<file path="config.mk">
export PLATFORM = sky130hd
export DESIGN_NAME = c_integer_literal_scanner
export DESIGN_NICKNAME = d
export VERILOG_FILES = /design/src/rtl/cils_pkg.sv /design/src/rtl/cils_scan.sv /design/src/rtl/cils_outbuf.sv /design/src/rtl/c_integer_literal_scanner.sv
export SDC_FILE = /design/constraint.sdc
export NUM_CORES = 1
export LEC_CHECK = 0
export ABC_CLOCK_PERIOD_IN_PS = 6750
export CAP_MARGIN = 0
export CORE_ASPECT_RATIO = 0.75
export CORE_UTILIZATION = 65
export DETAILED_ROUTE_END_ITERATION = 10
export DONT_BUFFER_PORTS = 1
export GPL_ROUTABILITY_DRIVEN = 0
export GPL_TIMING_DRIVEN = 0
export HOLD_SLACK_MARGIN = 0.08
export PLACE_DENSITY = 0.79
export RECOVER_POWER = 25
export SETUP_SLACK_MARGIN = 0.15
export SKIP_CTS_REPAIR_TIMING = 1
export SLEW_MARGIN = 20
export SYNTH_ARGS = -nofsm -noshare
export SYNTH_HDL_FRONTEND = slang
export SYNTH_SLANG_ARGS = --single-unit
</file>
<file path="constraint.sdc">
create_clock -name clk -period 6.75 [get_ports clk]
set_input_delay 1.35 -clock clk [delete_from_list [all_inputs] [get_ports clk]]
set_output_delay 1.35 -clock clk [all_outputs]
set_load 0.02 [all_outputs]
</file>
<file path="src/rtl/cils_pkg.sv">
// Package for the C integer literal scanner: scanner states, type codes, result record, decode functions.
package cils_pkg;

  localparam int CountW = 8;

  localparam logic [7:0] CH_DQ    = 8'h22;
  localparam logic [7:0] CH_SQ    = 8'h27;
  localparam logic [7:0] CH_STAR  = 8'h2A;
  localparam logic [7:0] CH_DOT   = 8'h2E;
  localparam logic [7:0] CH_SLASH = 8'h2F;
  localparam logic [7:0] CH_ZERO  = 8'h30;
  localparam logic [7:0] CH_BSL   = 8'h5C;
  localparam logic [7:0] CH_US    = 8'h5F;
  localparam logic [7:0] CH_LF    = 8'h0A;
  localparam logic [7:0] CH_CR    = 8'h0D;
  localparam logic [7:0] CH_LX    = 8'h78;
  localparam logic [7:0] CH_UX    = 8'h58;

  typedef enum logic [21:0] {
    S_NORMAL     = 22'h000001,
    S_SLASH      = 22'h000002,
    S_BCOMMENT   = 22'h000004,
    S_STAR       = 22'h000008,
    S_LCOMMENT   = 22'h000010,
    S_STRING     = 22'h000020,
    S_STRING_ESC = 22'h000040,
    S_CHAR       = 22'h000080,
    S_CHAR_ESC   = 22'h000100,
    S_DEC        = 22'h000200,
    S_ZERO       = 22'h000400,
    S_OCT        = 22'h000800,
    S_HEX0       = 22'h001000,
    S_HEX        = 22'h002000,
    S_U          = 22'h004000,
    S_L          = 22'h008000,
    S_LL         = 22'h010000,
    S_LU         = 22'h020000,
    S_LLU        = 22'h040000,
    S_UL         = 22'h080000,
    S_ULL        = 22'h100000,
    S_WORD       = 22'h200000
  } state_t;

  typedef enum logic [2:0] {
    T_INT    = 3'd0,
    T_LONG   = 3'd1,
    T_LLONG  = 3'd2,
    T_UINT   = 3'd3,
    T_ULONG  = 3'd4,
    T_ULLONG = 3'd5,
    T_ERROR  = 3'd6
  } lit_type_t;

  typedef struct packed {
    logic        item_kind;
    logic [7:0]  literal_char;
    logic [2:0]  type_code;
    logic [7:0]  error_char;
    logic        last_of_run;
  } res_t;

  typedef struct packed {
    logic       col;
    logic       fin;
    lit_type_t  ftype;
    logic [7:0] ferr;
    state_t     nstate;
  } act_t;

  function automatic logic is_digit(logic [7:0] c);
    return c inside {[8'h30:8'h39]};
  endfunction

  function automatic logic is_oct(logic [7:0] c);
    return c inside {[8'h30:8'h37]};
  endfunction

  function automatic logic is_alpha_us(logic [7:0] c);
    return c inside {[8'h61:8'h7A], [8'h41:8'h5A], CH_US};
  endfunction

  function automatic logic is_word(logic [7:0] c);
    return is_alpha_us(c) || is_digit(c);
  endfunction

  function automatic logic is_hex(logic [7:0] c);
    return c inside {[8'h30:8'h39], [8'h61:8'h66], [8'h41:8'h46]};
  endfunction

  function automatic logic is_l(logic [7:0] c);
    return c inside {8'h6C, 8'h4C};
  endfunction

  function automatic logic is_u(logic [7:0] c);
    return c inside {8'h75, 8'h55};
  endfunction

  function automatic state_t role_of(logic [7:0] c);
    state_t s;
    case (c)
      CH_DQ:    s = S_STRING;
      CH_SQ:    s = S_CHAR;
      CH_SLASH: s = S_SLASH;
      default:  s = S_NORMAL;
    endcase
    return s;
  endfunction

  function automatic act_t act_none(state_t s);
    act_t a;
    a.col    = 1'b0;
    a.fin    = 1'b0;
    a.ftype  = T_INT;
    a.ferr   = 8'h00;
    a.nstate = s;
    return a;
  endfunction

  function automatic act_t act_collect(state_t s);
    act_t a;
    a     = act_none(s);
    a.col = 1'b1;
    return a;
  endfunction

  function automatic act_t act_fail(logic [7:0] c);
    act_t a;
    a       = act_collect(S_WORD);
    a.fin   = 1'b1;
    a.ftype = T_ERROR;
    a.ferr  = c;
    return a;
  endfunction

  function automatic act_t act_end(logic [7:0] c, lit_type_t t);
    act_t a;
    a       = act_none(role_of(c));
    a.fin   = 1'b1;
    a.ftype = t;
    return a;
  endfunction

  function automatic act_t normal_byte(logic [7:0] c);
    act_t a;
    if (c == CH_SLASH || c == CH_DQ || c == CH_SQ) begin
      a = act_none(role_of(c));
    end else if (c == CH_ZERO) begin
      a = act_collect(S_ZERO);
    end else if (is_digit(c)) begin
      a = act_collect(S_DEC);
    end else if (is_alpha_us(c)) begin
      a = act_none(S_WORD);
    end else begin
      a = act_none(S_NORMAL);
    end
    return a;
  endfunction

  function automatic act_t number_byte(logic [7:0] c, logic digit_ok, state_t stay,
                                       logic hex_bad);
    act_t a;
    if (digit_ok) begin
      a = act_collect(stay);
    end else if (is_l(c)) begin
      a = act_collect(S_L);
    end else if (is_u(c)) begin
      a = act_collect(S_U);
    end else if (is_alpha_us(c) || c == CH_DOT || (hex_bad && is_hex(c))) begin
      a = act_fail(c);
    end else begin
      a = act_end(c, T_INT);
    end
    return a;
  endfunction

  function automatic act_t suffix_byte(logic [7:0] c, lit_type_t t, logic has_l,
                                       state_t next_l, logic has_u, state_t next_u);
    act_t a;
    if (has_l && is_l(c)) begin
      a = act_collect(next_l);
    end else if (has_u && is_u(c)) begin
      a = act_collect(next_u);
    end else if (is_word(c)) begin
      a = act_fail(c);
    end else begin
      a = act_end(c, t);
    end
    return a;
  endfunction

endpackage

</file>
<file path="src/rtl/cils_scan.sv">
// Scanner state and literal count registers with the per-byte decode into up to two results.
module cils_scan #(
  parameter int MAX_LITERAL_CHARS = 255
) (
  input  logic          clk,
  input  logic          rst,
  input  logic          go,
  input  logic [7:0]    text_byte,
  output logic [1:0]    n_res,
  output cils_pkg::res_t res0,
  output cils_pkg::res_t res1
);
  import cils_pkg::*;

  state_t              scan_state;
  state_t              scan_state_next;
  logic [CountW-1:0]   collected_count;
  logic [CountW-1:0]   collected_count_next;
  act_t                a;
  logic                emit_col;
  logic                emit_fin;
  res_t                col_res;
  res_t                fin_res;

  always_comb begin
    case (scan_state)
      S_SLASH: begin
        if (text_byte == CH_STAR) a = act_none(S_BCOMMENT);
        else if (text_byte == CH_SLASH) a = act_none(S_LCOMMENT);
        else a = normal_byte(text_byte);
      end
      S_BCOMMENT: a = act_none(text_byte == CH_STAR ? S_STAR : S_BCOMMENT);
      S_STAR: begin
        if (text_byte == CH_SLASH) a = act_none(S_NORMAL);
        else if (text_byte == CH_STAR) a = act_none(S_STAR);
        else a = act_none(S_BCOMMENT);
      end
      S_LCOMMENT: begin
        a = act_none((text_byte == CH_CR || text_byte == CH_LF) ? S_NORMAL : S_LCOMMENT);
      end
      S_STRING: begin
        if (text_byte == CH_DQ) a = act_none(S_NORMAL);
        else if (text_byte == CH_BSL) a = act_none(S_STRING_ESC);
        else a = act_none(S_STRING);
      end
      S_STRING_ESC: a = act_none(S_STRING);
      S_CHAR: begin
        if (text_byte == CH_SQ) a = act_none(S_NORMAL);
        else if (text_byte == CH_BSL) a = act_none(S_CHAR_ESC);
        else a = act_none(S_CHAR);
      end
      S_CHAR_ESC: a = act_none(S_CHAR);
      S_DEC: a = number_byte(text_byte, is_digit(text_byte), S_DEC, 1'b0);
      S_ZERO: begin
        if (text_byte == CH_LX || text_byte == CH_UX) a = act_collect(S_HEX0);
        else a = number_byte(text_byte, is_oct(text_byte), S_OCT, 1'b1);
      end
      S_OCT: a = number_byte(text_byte, is_oct(text_byte), S_OCT, 1'b1);
      S_HEX0: begin
        if (is_hex(text_byte)) begin
          a = act_collect(S_HEX);
        end else begin
          a       = act_none(role_of(text_byte));
          a.col   = (text_byte != CH_LF);
          a.fin   = 1'b1;
          a.ftype = T_ERROR;
          a.ferr  = text_byte;
        end
      end
      S_HEX: a = number_byte(text_byte, is_hex(text_byte), S_HEX, 1'b0);
      S_L:   a = suffix_byte(text_byte, T_LONG, 1'b1, S_LL, 1'b1, S_LU);
      S_LL:  a = suffix_byte(text_byte, T_LLONG, 1'b0, S_NORMAL, 1'b1, S_LLU);
      S_LU:  a = suffix_byte(text_byte, T_ULONG, 1'b0, S_NORMAL, 1'b0, S_NORMAL);
      S_LLU: a = suffix_byte(text_byte, T_ULLONG, 1'b0, S_NORMAL, 1'b0, S_NORMAL);
      S_U:   a = suffix_byte(text_byte, T_UINT, 1'b1, S_UL, 1'b0, S_NORMAL);
      S_UL:  a = suffix_byte(text_byte, T_ULONG, 1'b1, S_ULL, 1'b0, S_NORMAL);
      S_ULL: a = suffix_byte(text_byte, T_ULLONG, 1'b0, S_NORMAL, 1'b0, S_NORMAL);
      S_WORD: a = act_none(is_word(text_byte) ? S_WORD : role_of(text_byte));
      default: a = normal_byte(text_byte);
    endcase
  end

  always_comb begin
    emit_col = a.col && (collected_count < CountW'(MAX_LITERAL_CHARS));
    emit_fin = a.fin && (collected_count != '0 || emit_col);
    n_res    = 2'(emit_col) + 2'(emit_fin);

    col_res              = '0;
    col_res.literal_char = text_byte;
    col_res.last_of_run  = !emit_fin;

    fin_res             = '0;
    fin_res.item_kind   = 1'b1;
    fin_res.type_code   = a.ftype;
    fin_res.error_char  = a.ferr;
    fin_res.last_of_run = 1'b1;

    res0 = emit_col ? col_res : fin_res;
    res1 = fin_res;

    scan_state_next = a.nstate;
    if (a.fin) collected_count_next = '0;
    else collected_count_next = collected_count + CountW'(emit_col);
  end

  always_ff @(posedge clk) begin
    if (rst) begin
      scan_state      <= S_NORMAL;
      collected_count <= '0;
    end else if (go) begin
      scan_state      <= scan_state_next;
      collected_count <= collected_count_next;
    end
  end

endmodule

</file>
<file path="src/rtl/cils_outbuf.sv">
// Two-entry result register that serializes the results of one byte onto the output channel.
module cils_outbuf (
  input  logic           clk,
  input  logic           rst,
  input  logic           load,
  input  logic [1:0]     n_res,
  input  cils_pkg::res_t res0,
  input  cils_pkg::res_t res1,
  input  logic           out_stall,
  output logic           out_valid,
  output logic           can_load,
  output cils_pkg::res_t head
);
  import cils_pkg::*;

  res_t       slot0;
  res_t       slot1;
  logic [1:0] cnt;
  logic       out_xfer;

  assign out_valid = (cnt != 2'd0);
  assign out_xfer  = out_valid && !out_stall;
  assign can_load  = (cnt == 2'd0) || (cnt == 2'd1 && out_xfer);
  assign head      = slot0;

  always_ff @(posedge clk) begin
    if (rst) begin
      cnt <= 2'd0;
    end else if (load) begin
      cnt <= n_res;
    end else if (out_xfer) begin
      cnt <= cnt - 2'd1;
    end
  end

  always_ff @(posedge clk) begin
    if (load) begin
      slot0 <= res0;
      slot1 <= res1;
    end else if (out_xfer) begin
      slot0 <= slot1;
    end
  end

endmodule

</file>
<file path="src/rtl/c_integer_literal_scanner.sv">
// Top level of the C integer literal scanner: input register, scanner, result buffer.
//
//   channel  signals                                    direction
//   in       in_valid, in_stall, text_byte              byte in
//   out      out_valid, out_stall, item_kind,           result out
//            literal_char, type_code, error_char, last_of_run
//
// One byte per cycle unless the result buffer is busy, e.g. after two results.
// A byte passes through the input register, then the result register.
// Synchronous reset returns the scanner to normal text with an empty literal.
// A stalled output keeps its result; the input stalls while results cannot be loaded.
module c_integer_literal_scanner #(
  parameter int MAX_LITERAL_CHARS = 255
) (
  input  logic       clk,
  input  logic       rst,
  input  logic       in_valid,
  output logic       in_stall,
  input  logic [7:0] text_byte,
  output logic       out_valid,
  input  logic       out_stall,
  output logic       item_kind,
  output logic [7:0] literal_char,
  output logic [2:0] type_code,
  output logic [7:0] error_char,
  output logic       last_of_run
);
  import cils_pkg::*;

  logic       s1_valid;
  logic [7:0] s1_byte;
  logic       go;
  logic       can_load;
  logic [1:0] n_res;
  res_t       res0;
  res_t       res1;
  res_t       head;

  assign go       = s1_valid && (n_res == 2'd0 || can_load);
  assign in_stall = s1_valid && !go;

  always_ff @(posedge clk) begin
    if (rst) begin
      s1_valid <= 1'b0;
    end else if (in_valid && !in_stall) begin
      s1_valid <= 1'b1;
    end else if (go) begin
      s1_valid <= 1'b0;
    end
  end

  always_ff @(posedge clk) begin
    if (in_valid && !in_stall) s1_byte <= text_byte;
  end

  cils_scan #(
    .MAX_LITERAL_CHARS(MAX_LITERAL_CHARS)
  ) u_scan (
    .clk       (clk),
    .rst       (rst),
    .go        (go),
    .text_byte (s1_byte),
    .n_res     (n_res),
    .res0      (res0),
    .res1      (res1)
  );

  cils_outbuf u_outbuf (
    .clk       (clk),
    .rst       (rst),
    .load      (go && n_res != 2'd0),
    .n_res     (n_res),
    .res0      (res0),
    .res1      (res1),
    .out_stall (out_stall),
    .out_valid (out_valid),
    .can_load  (can_load),
    .head      (head)
  );

  assign item_kind    = head.item_kind;
  assign literal_char = head.literal_char;
  assign type_code    = head.type_code;
  assign error_char   = head.error_char;
  assign last_of_run  = head.last_of_run;

endmodule

</file>
Word level (Yosys, flattened, before mapping) --
Index checks and enable logic that the tools add are counted.
Word-level totals: register bits 73, bits of input ports 12, output and inout bits 23, logic and storage cells 152
Operators by class: add/subtract/negate cells 3, $lt $le $gt $ge 10, equality and inequality tests 39, muxes and demuxes 48, reduce and logical (&&, ||, !) cells 40
Operator list (count):
- $mux 35 | 30
- $pmux 35 s20 | 1
- $eq 8x7->1 const B | 8
- $mux 21 | 3
- $eq 8x6->1 const B | 6
- $mux 22 | 2
- $le 8x7->1 const B | 4
- $pmux 8 s3 | 1
- $eq 22x10->1 const B | 1
- $eq 22x11->1 const B | 1
- $eq 22x12->1 const B | 1
- $eq 22x13->1 const B | 1
- $eq 22x14->1 const B | 1
- $eq 22x15->1 const B | 1
- $eq 22x16->1 const B | 1
- $eq 22x17->1 const B | 1
- $eq 22x18->1 const B | 1
- $eq 22x19->1 const B | 1
- $eq 22x2->1 const B | 1
- $eq 22x20->1 const B | 1
- $eq 22x21->1 const B | 1
- $eq 22x22->1 const B | 1
- $eq 22x3->1 const B | 1
- $eq 22x4->1 const B | 1
- other kinds (31) | 69

Longest topological paths before layout --
Gate-level depths: netlist of run 1.
depth in word-level cells 23, mapped depth 16, depth with buffers taken out 13

Hierarchy --
From an unflattened synthesis of run 1, not the netlist that was laid out.
Unflattened totals: cell total of the unflattened synthesis 543, area, all modules 5122.4 um^2
By module, submodules not included:
- cils_scan | times used 1, cells each 441, area an instance 3144.3 um^2, seq. area each 600.6 um^2
- cils_outbuf | times used 1, cells each 85, area an instance 1667.8 um^2, seq. area each 1301.2 um^2
- c_integer_literal_scanner | times used 1, cells each 17, area an instance 310.3 um^2, seq. area each 260.2 um^2

Worst setup path after synthesis of run 1 --
OpenSTA, ideal clock, no wires.
path kind register to register, from register s1_byte[3], to register u_outbuf.cnt[0], library setup time 0.104 ns, data arrival time 4.368 ns, data required time 6.646 ns, slack 2.279 ns, cell stages (with the launch flop) 14, buffers on the path 1, period minus slack after synthesis 4.471 ns, path through edfxtp_1 -> clkbuf_1 -> or4_1 -> o21ai_2 -> o221ai_1 -> o21ai_1 -> a31oi_1 -> a21oi_4 -> a31o_2 -> ha_1 -> o21ai_1 -> o22ai_1 -> o21ai_0 -> a221oi_1
Between the ends: longest elaborated chain between the ends 20, elaborated cells on any way between the ends 78, classes of those cells add/sub: 1; order compare: 9; eq/ne: 14; mux: 29; reduce/logical: 25
Ends and longest elaborated chain:
- start: declaration | RTL line c_integer_literal_scanner.sv:31 | logic [7:0] s1_byte;
- start signal: assignment | RTL line c_integer_literal_scanner.sv:53 | if (in_valid && !in_stall) s1_byte <= text_byte;
- $ge 8x7->1 / $le 8x7->1 (equally long branches) | RTL line cils_pkg.sv:79, cils_pkg.sv:87
- $logic_and 1x1->1 | RTL line cils_pkg.sv:79 | return c inside {[8'h61:8'h7A], [8'h41:8'h5A], CH_US};
- $reduce_bool 3->1 | RTL line cils_pkg.sv:79
- $logic_or 1x1->1 (2 in series) | RTL line cils_pkg.sv:168 | end else if (is_alpha_us(c) || c == CH_DOT || (hex_bad && is_hex(c))) begin
- $mux 35 | RTL line cils_pkg.sv:168
- $mux 35 | RTL line cils_pkg.sv:166 | end else if (is_u(c)) begin
- $mux 35 | RTL line cils_pkg.sv:164 | end else if (is_l(c)) begin
- $mux 35 | RTL line cils_pkg.sv:162 | if (digit_ok) begin
- [... 3 more ...]
- $logic_or 1x1->1 | RTL line cils_scan.sv:85 | emit_fin = a.fin && (collected_count != '0 || emit_col);
- $logic_and 1x1->1 | RTL line cils_scan.sv:85
- $add 1x1->2 (*) | RTL line cils_scan.sv:86 | n_res = 2'(emit_col) + 2'(emit_fin);
- $logic_not 2->1 | RTL line c_integer_literal_scanner.sv:39 | assign go = s1_valid && (n_res == 2'd0 || can_load);
- $logic_or 1x1->1 | RTL line c_integer_literal_scanner.sv:39
- $logic_and 1x1->1 | RTL line c_integer_literal_scanner.sv:39
- $logic_and 1x1->1 | RTL line c_integer_literal_scanner.sv:71 | .load (go && n_res != 2'd0),
- $mux 2 / $reduce_bool 2->1 (equally long branches)
- end signal: assignment | RTL line cils_outbuf.sv:30 | cnt <= n_res;
- end signal: assignment | RTL line cils_outbuf.sv:32 | cnt <= cnt - 2'd1;
- end: declaration | RTL line cils_outbuf.sv:18 | logic [1:0] cnt;
Mark *: on every way between the ends. The rest lies on a longest branch, timed or not. A chain may end at the register's enable or synchronous reset.

Worst setup path after layout of run 1 --
from register s1_byte[4], to register u_outbuf.slot0 (netlist bit u_outbuf.head[20]) (data pin)
Between the ends: longest elaborated chain between the ends 20, elaborated cells on any way between the ends 78, classes of those cells add/sub: 1; order compare: 9; eq/ne: 14; mux: 30; reduce/logical: 24
Ends and longest elaborated chain:
- $ge 8x7->1 / $le 8x7->1 (equally long branches) | RTL line cils_pkg.sv:79, cils_pkg.sv:87
- $logic_and 1x1->1 | RTL line cils_pkg.sv:79
- $reduce_bool 3->1 | RTL line cils_pkg.sv:79
- $logic_or 1x1->1 (2 in series) | RTL line cils_pkg.sv:168
- $mux 35 | RTL line cils_pkg.sv:168
- $mux 35 | RTL line cils_pkg.sv:166
- $mux 35 | RTL line cils_pkg.sv:164
- $mux 35 | RTL line cils_pkg.sv:162
- [... 4 more ...]
- $logic_and 1x1->1 | RTL line cils_scan.sv:85
- $add 1x1->2 (*) | RTL line cils_scan.sv:86
- $logic_not 2->1 | RTL line c_integer_literal_scanner.sv:39
- $logic_or 1x1->1 | RTL line c_integer_literal_scanner.sv:39
- $logic_and 1x1->1 | RTL line c_integer_literal_scanner.sv:39
- $logic_and 1x1->1 (*) | RTL line c_integer_literal_scanner.sv:71
- named net u_outbuf.load | RTL line cils_outbuf.sv:5 | input logic load,
- $mux 21 (*) | RTL line cils_outbuf.sv:37 | if (load) begin
- end signal: assignment | RTL line cils_outbuf.sv:38 | slot0 <= res0;
- end signal: assignment | RTL line cils_outbuf.sv:41 | slot0 <= slot1;
- end: declaration | RTL line cils_outbuf.sv:16 | res_t slot0;
Mark *: on every way through the listed nets, which the timed path passes. The rest lies on a longest branch.

==> results of run 1 <==
## layer usage
metal / track usage [%] / vias to the layer above / routed length (um)
li1: - / 2042 / -
met1: 49.7 / 2075 / 5470
met2: 55.9 / 377 / 5850
met3: 10.9 / 72 / 1890
met4: 15.3 / 0 / 416
met5: 0 / - / 0
## critical path: stages (launching register included)
cell and delay (ns):
edfxtp_1 0.35, clkbuf_1 0.41, nand4bb_1 0.32, nor3_1 1.00
nor4_1 0.15, o22ai_1 0.39, o2111a_1 0.47, a31o_2 0.19
ha_1 0.28, o21ai_1 0.30, clkbuf_1 0.39, buf_1 0.36
nor2_2 0.66, nand2_1 0.10
## cell families (layout without fill, tap and decap cells)
family / Yosys count / count (layout)
AOI/OAI and AO/OA: 123 / 123
xor gates and xnor gates: 10 / 10
adders and majority gates: 7 / 7
buffers and inverters: 40 / 57
DFF: 73 / 73
and+or+nand+nor: 275 / 275
## worst max-delay path by stage
| stage | from | to | slack (ns) | cells past startpoint |
|---|---|---|---|---|
| 2_1_floorplan | s1_byte[3] | u_outbuf.cnt[0] | 2.28 | 13 |
| 3_3_place_gp | s1_byte[1] | u_outbuf.cnt[0] | 0.97 | 13 |
| 3_5_place_dp | s1_byte[4] | u_outbuf.head[20] | 1.32 | 14 |
| 4_1_cts | s1_byte[4] | u_outbuf.head[20] | 1.28 | 14 |
| 5_1_grt | s1_byte[4] | u_outbuf.head[20] | 0.95 | 13 |
| 6_report | s1_byte[4] | u_outbuf.head[20] | 1.10 | 13 |
## sequential cells by signal, summed over array words and instances (netlist names)
register / cells
s1_byte: 8
s1_valid: 1
u_outbuf.cnt: 2
u_outbuf.head: 21
u_outbuf.slot1: 11
u_scan.collected_count: 8
u_scan.scan_state: 22
## area by class of cell
type,instances,area share [%]
inverters,13,0.965
multi-input cells,415,53.0
well taps,98,2.43
clock inverters,4,0.643
repair buffers,1,0.223
plain buffers,27,2.43
clock buffers,12,3.51
flip-flops and latches,73,36.8
## per-stage QoR
step	utilization (%)	setup WS, ns	cell area, um2	hold WS [ns]	total power [mW]
detailed placement	70.4	1.32	4850	0.508	0.599
global placement	70.1	0.971	4840	0.481	0.594
finish	73.3	1.10	5060	0.515	0.954
global route	73.3	0.950	5060	0.552	0.978
CTS	73.4	1.28	5060	0.519	0.948
floorplan	-	2.28	4710	0.462	0.571
## power by group through the flow
stage | Combinational (mW) | Clock, mW | Sequential (mW)
after floorplan | 0.0637 | 0 | 0.508
after global placement | 0.0839 | 0 | 0.510
after detailed placement | 0.0893 | 0 | 0.510
after CTS | 0.0898 | 0.359 | 0.500
after global routing | 0.0993 | 0.378 | 0.501
final | 0.0936 | 0.361 | 0.500
## cell usage in the layout (no fill, tap or decap), types with 8 or more instances in the layout
master / synthesis / final
nand3_1: 24 / 24
inv_1: 12 / 12
nor4_1: 14 / 14
dfxtp_1: 33 / 33
nand2b_1: 8 / 8
clkbuf_8: 0 / 9
a21oi_1: 34 / 34
nand4_1: 18 / 18
nor3_1: 23 / 24
edfxtp_1: 40 / 40
nor2_1: 53 / 52
nand2_1: 55 / 55
o21ai_0: 11 / 11
clkbuf_1: 19 / 20
nor2b_1: 17 / 17
==> impl_metrics.csv, run 1 <==
group,metric,value,unit
detailed_routing,first_pass_iters,6,
critical_path,regToRegStartpoint,"s1_byte[4]",
synthesis,netlist_area,4710,um2
placed_design,hpwlAfterDp,9.96,mm
power_and_ir_drop,p_per_area,189,nW/um2
placed_design,port_buffers,0,
synthesis,synth.distinct_cells,83,
floorplanning,io-pin-count,35,
critical_path,reg2regPathDepth,13,
timing,slew_headroom,22.7,%
detailed_routing,viasPerCell,7.10,
critical_path,crit_arrival,5.74,ns
timing,worst_pin_slew,1.15,ns
synthesis,synth_edf_count,40,
floorplanning,dieHeight,75.8,um
power_and_ir_drop,p_switching,0.265,mW
synthesis,ys_seq_area_share,39.5,%
synthesis,yosys.area_share.simple,33.6,%
timing,drv_slew,0,
power_and_ir_drop,pwr-share-comb,9.8,%
synthesis,ys_async_sr_fraction,0,%
timing,final.min_clock_period,5.65,ns
timing,setup_tns,0,ns
final_layout,num_antenna_cells,0,
final_layout,stdcell_count,643,
power_and_ir_drop,p_clk_share,37.8,%
critical_path,start_kind,"register",
floorplanning,start_util,68.4,%
synthesis,avgSynthCellArea,8.93,um2
power_and_ir_drop,p_int,0.689,mW
synthesis,netlist_instances,528,
worst_hold_path,hold_start,"u_scan.scan_state[20]",
timing,timing.fmax,0.177,GHz
floorplanning,rows,26,
detailed_routing,wirelength,13.6,mm
synthesis,synth.area.top_cells,"edfxtp_1, dfxtp_1, nand2_1, nor2_1, a21oi_1",
floorplanning,die-area,7600,um2
detailed_routing,ant_nets,0,
clock_tree,clk_latency,0.37,ns
global_routing,grt_pass1_vias,4095,
critical_path,cp_max_fo,12,
detailed_routing,drc,0,
worst_hold_path,whs_endpoint,"u_scan.scan_state[20]",
clock_tree,cts_root_buffer,"clkbuf_8",
clock_tree,htree_num_levels,3,
final_layout,nNetsFinal,559,
worst_hold_path,hold_class,"register to register",
worst_hold_path,hold_depth,2,
global_routing,grt_max_degree,18,
final_layout,multiInputGateArea,2680,um2
global_routing,grt_usage,36.8,%
clock_tree,numCtsBuffers,9,
global_routing,overflow,0,
global_routing,grt_pass1_wl,20.9,mm
critical_path,required,6.84,ns
synthesis,synth-xor-area-share,1.86,%
final_layout,regArea,1860,um2
clock_tree,clock_path_buffers,2,
power_and_ir_drop,power_frac_seq,52.4,%
floorplanning,die_w,100,um
final_layout,fillers,554,
critical_path,crit_type,"register to register",
run,max_cap_violations,0,
timing,fin_crit_sh,83.7,%
synthesis,syn_nets,547,
power_and_ir_drop,leakagePower,1.66,nW
timing,rsz0062_at_grt,"no",
power_and_ir_drop,sw_frac_of_total,27.8,%
synthesis,synth_compound_area_share,19.5,%
timing,setup_viol,0,
final_layout,final_layout_size_suffix_gt1_share,12.8,%
global_routing,antenna_found_initial,0,
synthesis,ys_ff_latch,73,
synthesis,synth.most_common_cell,"nand2_1",
synthesis,ys.flop_type,"edfxtp_1",
synthesis,synth_warnings,0,
synthesis,synthTopCellsByCount,"nand2_1, nor2_1, edfxtp_1, a21oi_1, dfxtp_1",
synthesis,synth_top_family_by_area,"simple AND/OR/NAND/NOR gates",
final_layout,area_delta_synth_final,7.25,%
critical_path,r2r_slack,1.10,ns
floorplanning,core,6900,um2
placed_design,dp.cells,627,
timing,finClkSkew,0.0123,ns
timing,hold_viol_final,0,
critical_path,r2r-end,"u_outbuf.head[20]",
clock_tree,cts_tree,"built",
synthesis,yosys.area_share.adder,1.86,%
critical_path,cp-end-kind,"register",
clock_tree,cts.clk_slew.worst_paths,0.08,ns
clock_tree,clock_sinks,73,
detailed_routing,wl_per_cell,21.2,um
synthesis,synth_top_area_cell,"edfxtp_1",
synthesis,synth_mux_area_share,0,%
detailed_routing,vias,4566,
synthesis,synth_top_area_share,25.5,%
detailed_routing,drtIter0Drc,639,
run_status,status,"completed",
power_and_ir_drop,irDropWorstVdd,0.000114,V
Power figures use the tool's default switching activity.
==> inputs of run 2 (changes only) <==
--- a/config.mk
+++ b/config.mk
@@ -5,16 +5,16 @@
 export SDC_FILE = /design/constraint.sdc
 export NUM_CORES = 1
 export LEC_CHECK = 0
-export ABC_CLOCK_PERIOD_IN_PS = 6750
+export ABC_CLOCK_PERIOD_IN_PS = 5000
 export CAP_MARGIN = 0
 export CORE_ASPECT_RATIO = 0.75
-export CORE_UTILIZATION = 65
+export CORE_UTILIZATION = 58
 export DETAILED_ROUTE_END_ITERATION = 10
 export DONT_BUFFER_PORTS = 1
 export GPL_ROUTABILITY_DRIVEN = 0
 export GPL_TIMING_DRIVEN = 0
 export HOLD_SLACK_MARGIN = 0.08
-export PLACE_DENSITY = 0.79
+export PLACE_DENSITY = 0.74
 export RECOVER_POWER = 25
 export SETUP_SLACK_MARGIN = 0.15
 export SKIP_CTS_REPAIR_TIMING = 1
==> constraint.sdc (replaced) <==
create_clock -name clk -period 5 [get_ports clk]
set_input_delay 1 -clock clk [delete_from_list [all_inputs] [get_ports clk]]
set_output_delay 1 -clock clk [all_outputs]
set_load 0.02 [all_outputs]
==> run 2 against run 1 <==
Non-clock buffer count unchanged. Die area rose by 12%. Global-route usage shrank 4.2 points. Cell area increased by 0.62%. First-iteration DRC count shrank 36%. Count of clock-buffer cells in the layout fell by 1. Clock power rose by 16%. Via count down 2.2%. Setup slack worse by 0.75 ns. Utilization shrank 8.8 points. Critical endpoint is now in_stall.
==> impl_metrics.csv, run 2 (synthesis gave the netlist of run 1 again) <==
group,metric,value,unit
run_status,status,"completed",
floorplanning,rows,28,
final_layout,num_antenna_cells,0,
clock_tree,clk_latency,0.37,ns
critical_path,crit_top_cell,"buf_2",
critical_path,start_kind,"register",
timing,worst_pin_slew,0.920,ns
global_routing,grt_max_degree,16,
floorplanning,dieHeight,80.1,um
final_layout,largest_reg_flops,22,
final_layout,mostFrequentLayoutCells,"nand2_1, nor2_1, edfxtp_1",
critical_path,crit_slowest_cell,"nor4_4",
timing,timing.fmax,0.215,GHz
final_layout,top_register,"u_scan.scan_state",
floorplanning,io-pin-count,35,
floorplanning,die-area,8500,um2
timing,timing.hold.ws,0.506,ns
power_and_ir_drop,leakagePower,1.65,nW
floorplanning,start_util,59.8,%
critical_path,max_stage_delay,0.48,ns
detailed_routing,drtIter0Drc,411,
detailed_routing,wl_per_cell,20.7,um
critical_path,required,4.00,ns
timing,final.min_clock_period,4.64,ns
clock_tree,numCtsBuffers,9,
clock_tree,cts.clk_slew.worst_paths,0.07,ns
timing,fin_crit_sh,92.9,%
global_routing,grt_pass1_vias,3936,
final_layout,final_common_cell,"nand2_1",
critical_path,crit_chain,"buf_2, nor4_4, nand3_1, buf_2, nor3_1, o21ai_0, a31oi_1, a21oi_4, a31o_2, ha_1, nand2b_1, nor2_4",
clock_tree,cts_root_buffer,"clkbuf_8",
placed_design,port_buffers,0,
run,max_cap_violations,0,
timing,finClkSkew,0.00706,ns
timing,drv_slew,0,
floorplanning,core,7880,um2
global_routing,grt_usage,32.6,%
final_layout,area_delta_synth_final,7.91,%
clock_tree,clock_sinks,73,
clock_tree,clock_path_buffers,2,
timing,slew_headroom,38.5,%
worst_hold_path,hold_class,"register to register",
placed_design,place_area,4870,um2
clock_tree,cts_tree,"built",
final_layout,stdcell_area,5090,um2
final_layout,final_layout_size_suffix_gt1_share,14.9,%
final_layout,nNetsFinal,559,
detailed_routing,vias,4465,
global_routing,overflow,0,
detailed_routing,wirelength,13.5,mm
power_and_ir_drop,p_per_area,241,nW/um2
global_routing,grt_pass1_wl,20.8,mm
detailed_routing,first_pass_iters,8,
detailed_routing,viasPerCell,6.87,
power_and_ir_drop,p_total,1.22,mW
power_and_ir_drop,irDropWorstVdd,0.000174,V
detailed_routing,ant_nets,0,
placed_design,hpwlAfterDp,9.77,mm
timing,setup_viol,0,
floorplanning,die_w,106,um
timing,hold_viol_final,0,
detailed_routing,drc,0,
critical_path,crit_arrival,3.64,ns
critical_path,cp_max_fo,11,
clock_tree,htree_num_levels,3,
critical_path,cp-end-kind,"primary output",
global_routing,antenna_found_initial,0,
timing,rsz0062_at_grt,"no",
critical_path,crit_type,"register to primary output",
[run 2: metal layers]
metal	share of wire, %	wire length [um]	GRT usage [%]	vias to the layer above
met4	2.9	397	12.4	0
met5	0	0	0	-
met3	11	1530	12.7	46
met1	44	5940	44.7	2117
met2	42	5600	45.8	268
li1	-	-	-	2034
[run 2: cell type report]
cell class / instances / area (um2)
fillers: 678 / 2800
multi-input cells: 415 / 2730
clock buffers: 11 / 141
clock inverters: 5 / 32.5
plain buffers: 27 / 126
repair buffers: 1 / 15.0
inverters: 13 / 48.8
flip-flops and latches: 73 / 1860
well taps: 105 / 131
[run 2: power by group]
group | switching [mW] | total [mW] | internal, mW
clock network | 0.226 | 0.418 | 0.192
registers | 0.0235 | 0.675 | 0.652
logic | 0.0946 | 0.131 | 0.0360
total | 0.344 | 1.22 | 0.879
[run 2: stage by stage]
stage	TNS, ns	util, %	cells	setup slack (ns)
after floorplan	0	-	528	0.529
after global routing	0	64.5	650	0.172
after global placement	-15.11	61.5	633	-0.769
after CTS	-3.57	64.0	650	-0.305
final	0	64.5	650	0.355
after detailed placement	-3.96	61.7	634	-0.335
[run 2: worst paths after layout]
check / startpoint / endpoint / slack [ns] / cells after the start
worst min-delay path: u_outbuf.cnt[1] / u_outbuf.cnt[1] / 0.51 / 2
worst max register to register: u_scan.scan_state[8] / u_outbuf.slot1[6] / 0.41 / 12
worst min register to register: u_outbuf.cnt[1] / u_outbuf.cnt[1] / 0.51 / 2
worst max-delay path: u_scan.scan_state[4] / in_stall / 0.36 / 12
[run 2: worst max-delay path, delay by kind of cell, from the launching register on]
kind                       cells  cell delay [ns]
DFF                            1             0.30
and+or+nand+nor                5             1.48
buffers and inverters          2             0.43
AOI/OAI and AO/OA              4             0.91
adders and majority gates      1             0.16
==> inputs of run 3 (changes only) <==
--- a/config.mk
+++ b/config.mk
@@ -5,16 +5,16 @@
 export SDC_FILE = /design/constraint.sdc
 export NUM_CORES = 1
 export LEC_CHECK = 0
-export ABC_CLOCK_PERIOD_IN_PS = 5000
+export ABC_AREA = 1
 export CAP_MARGIN = 0
 export CORE_ASPECT_RATIO = 0.75
-export CORE_UTILIZATION = 58
+export CORE_UTILIZATION = 59
 export DETAILED_ROUTE_END_ITERATION = 10
 export DONT_BUFFER_PORTS = 1
 export GPL_ROUTABILITY_DRIVEN = 0
 export GPL_TIMING_DRIVEN = 0
 export HOLD_SLACK_MARGIN = 0.08
-export PLACE_DENSITY = 0.74
+export PLACE_DENSITY = 0.76
 export RECOVER_POWER = 25
 export SETUP_SLACK_MARGIN = 0.15
 export SKIP_CTS_REPAIR_TIMING = 1
==> run 3 against run 2 <==
Critical path depth rose by 3. Sequential share of layout area down 6.0 points. Largest power group unchanged. Cell count grew 47%. Area after synthesis rose by 19%.
==> impl_metrics.csv, run 3 <==
group,metric,value,unit
placed_design,dp.cells,942,
critical_path,crit_slowest_cell,"edfxtp_1",
final_layout,top_register,"u_scan.scan_state",
critical_path,crit_chain,"inv_1, nand2_1, nor2_1, nand3_1, nand2_1, inv_1, nand2_1, nand4_1, nor3_2, nand2_1, nand2_1, ha_1, inv_1, nand3_1, inv_1",
clock_tree,cts_root_buffer,"clkbuf_16",
worst_hold_path,hold_class,"register to register",
synthesis,synth.distinct_cells,42,
critical_path,cp_num_buf_inv,4,
critical_path,cp-end-kind,"primary output",
global_routing,grt_pass1_wl,25.4,mm
timing,finClkSkew,0.00526,ns
clock_tree,htree_num_levels,3,
floorplanning,die_w,115,um
synthesis,ys_seq_area_share,33.1,%
critical_path,cp_max_fo,10,
timing,rsz0062_at_grt,"no",
final_layout,area_delta_synth_final,8.21,%
global_routing,antenna_found_initial,0,
timing,final.min_clock_period,4.34,ns
critical_path,max_stage_delay,0.44,ns
synthesis,synthTopCellsByCount,"nand2_1, nor2_1, nand3_1, inv_1, edfxtp_1",
synthesis,avgSynthCellArea,6.92,um2
global_routing,grt_pass1_vias,5167,
final_layout,stdcell_count,958,
timing,setup_viol,0,
detailed_routing,vias,5770,
timing,slew_headroom,41.8,%
synthesis,netlist_area,5630,um2
detailed_routing,drtIter0Drc,937,
critical_path,regToRegStartpoint,"s1_byte[7]",
power_and_ir_drop,p_per_area,254,nW/um2
power_and_ir_drop,irDropWorstVdd,0.000174,V
synthesis,synth.most_common_cell,"nand2_1",
clock_tree,numCtsBuffers,9,
detailed_routing,wl_per_cell,16.9,um
detailed_routing,ant_nets,0,
timing,drv_slew,0,
synthesis,synth_top_area_cell,"edfxtp_1",
global_routing,grt_max_degree,17,
final_layout,mostFrequentLayoutCells,"nand2_1, nor2_1, nand3_1",
floorplanning,rows,30,
placed_design,port_buffers,0,
floorplanning,core,9160,um2
placed_design,place_ws,1.16,ns
final_layout,final_util,66.5,%
synthesis,netlist_instances,813,
synthesis,synth_warnings,0,
timing,worst_slack,0.659,ns
worst_hold_path,hold_start,"u_scan.scan_state[11]",
placed_design,hpwlAfterDp,12.1,mm
floorplanning,start_util,61.4,%
clock_tree,cts_tree,"built",
critical_path,required,4.00,ns
timing,hold_viol_final,0,
critical_path,crit_arrival,3.34,ns
critical_path,critPathLaunch,"s1_byte[7]",
final_layout,largest_reg_flops,22,
synthesis,synth.area.top_cells,"edfxtp_1, nand2_1, dfxtp_1, nor2_1, nand3_1",
critical_path,crit_type,"register to primary output",
timing,worst_pin_slew,0.869,ns
power_and_ir_drop,leakagePower,2.74,nW
synthesis,syn_nets,832,
timing,setup_tns,0,ns
timing,fin_crit_sh,86.8,%
floorplanning,dieHeight,86.6,um
detailed_routing,viasPerCell,6.02,
critical_path,crit_top_cell,"nand2_1",
final_layout,final_layout_size_suffix_gt1_share,13.6,%
timing,timing.fmax,0.230,GHz
run,max_cap_violations,0,
final_layout,final_common_cell,"nand2_1",
detailed_routing,drc,0,
final_layout,nNetsFinal,844,
final_layout,num_antenna_cells,0,
clock_tree,cts.clk_slew.worst_paths,0.06,ns
run_status,status,"completed",
clock_tree,clk_latency,0.34,ns
floorplanning,io-pin-count,35,
global_routing,grt_usage,33.7,%
synthesis,ys_async_sr_fraction,0,%
detailed_routing,first_pass_iters,8,
critical_path,start_kind,"register",
detailed_routing,wirelength,16.2,mm
global_routing,overflow,0,
clock_tree,clock_sinks,73,
synthesis,ys_ff_latch,73,
synthesis,ys.flop_type,"edfxtp_1",
floorplanning,die-area,9940,um2
clock_tree,clock_path_buffers,2,
synthesis,synth_edf_count,40,
synthesis,synth_top_area_share,21.3,%
critical_path,path_delay_family,"simple AND/OR/NAND/NOR gates",
-- run 3: cell families after synthesis --
group | share of synthesized area, %
xor gates and xnor gates | 0.934
AOI/OAI and AO/OA | 8.38
and+or+nand+nor | 46.4
buffers and inverters | 9.63
adders and majority gates | 1.56
DFF | 33.1
-- run 3: worst paths after layout --
path                           endpoint  slack, ns  cells past startpoint
hold / removal    u_scan.scan_state[11]       0.49                      2
hold reg to reg   u_scan.scan_state[11]       0.49                      2
setup reg to reg   u_scan.scan_state[1]       0.79                     20
setup / recovery               in_stall       0.66                     15
-- run 3: worst reg2reg max path, stage by stage, from the launching register on --
cell and delay [ns]:
edfxtp_1 0.44, inv_1 0.25, nand2_1 0.16, nor2_1 0.21, nand3_1 0.30, nand2_1 0.21
inv_1 0.17, nand2_1 0.16, nand4_1 0.16, nor3_2 0.23, nand2_1 0.15, nand2_1 0.14
ha_1 0.15, inv_1 0.05, nand2_1 0.06, nand2_1 0.15, clkinv_1 0.18, clkbuf_1 0.50
nand3_1 0.24, o211ai_1 0.14, inv_1 0.05
-- run 3: metrics by stage --
| stage | power, mW | instance area [um2] | hold slack [ns] |
|---|---|---|---|
| detailed placement | 0.909 | 5800 | 0.482 |
| CTS | 1.55 | 6100 | 0.491 |
| global placement | 0.901 | 5790 | 0.471 |
| floorplan | 0.856 | 5630 | 0.456 |
| global route | 1.60 | 6090 | 0.512 |
| finish | 1.55 | 6090 | 0.491 |
-- run 3: power breakdown --
group	internal, mW	switching, mW
combinational	0.0551	0.155
clock	0.385	0.259
sequential	0.664	0.0297
-- run 3: layout make-up --
type	count	area (um2)
Multi-Input combinational cell	620	3220
Fill cell	804	3070
Sequential cell	73	1860
Inverter	97	364
Clock buffer	9	225
Buffer	23	178
Tap cell	128	160
Clock inverter	7	68.8
Timing Repair Buffer	1	11.3
-- run 3: metal layers --
| layer | share of wire (%) | vias up | global-route usage (%) |
|---|---|---|---|
| met3 | 13 | 48 | 10.0 |
| met4 | 2.8 | 0 | 13.9 |
| li1 | - | 2732 | - |
| met2 | 42 | 375 | 47.5 |
| met5 | 0 | - | 0 |
| met1 | 43 | 2615 | 47.9 |
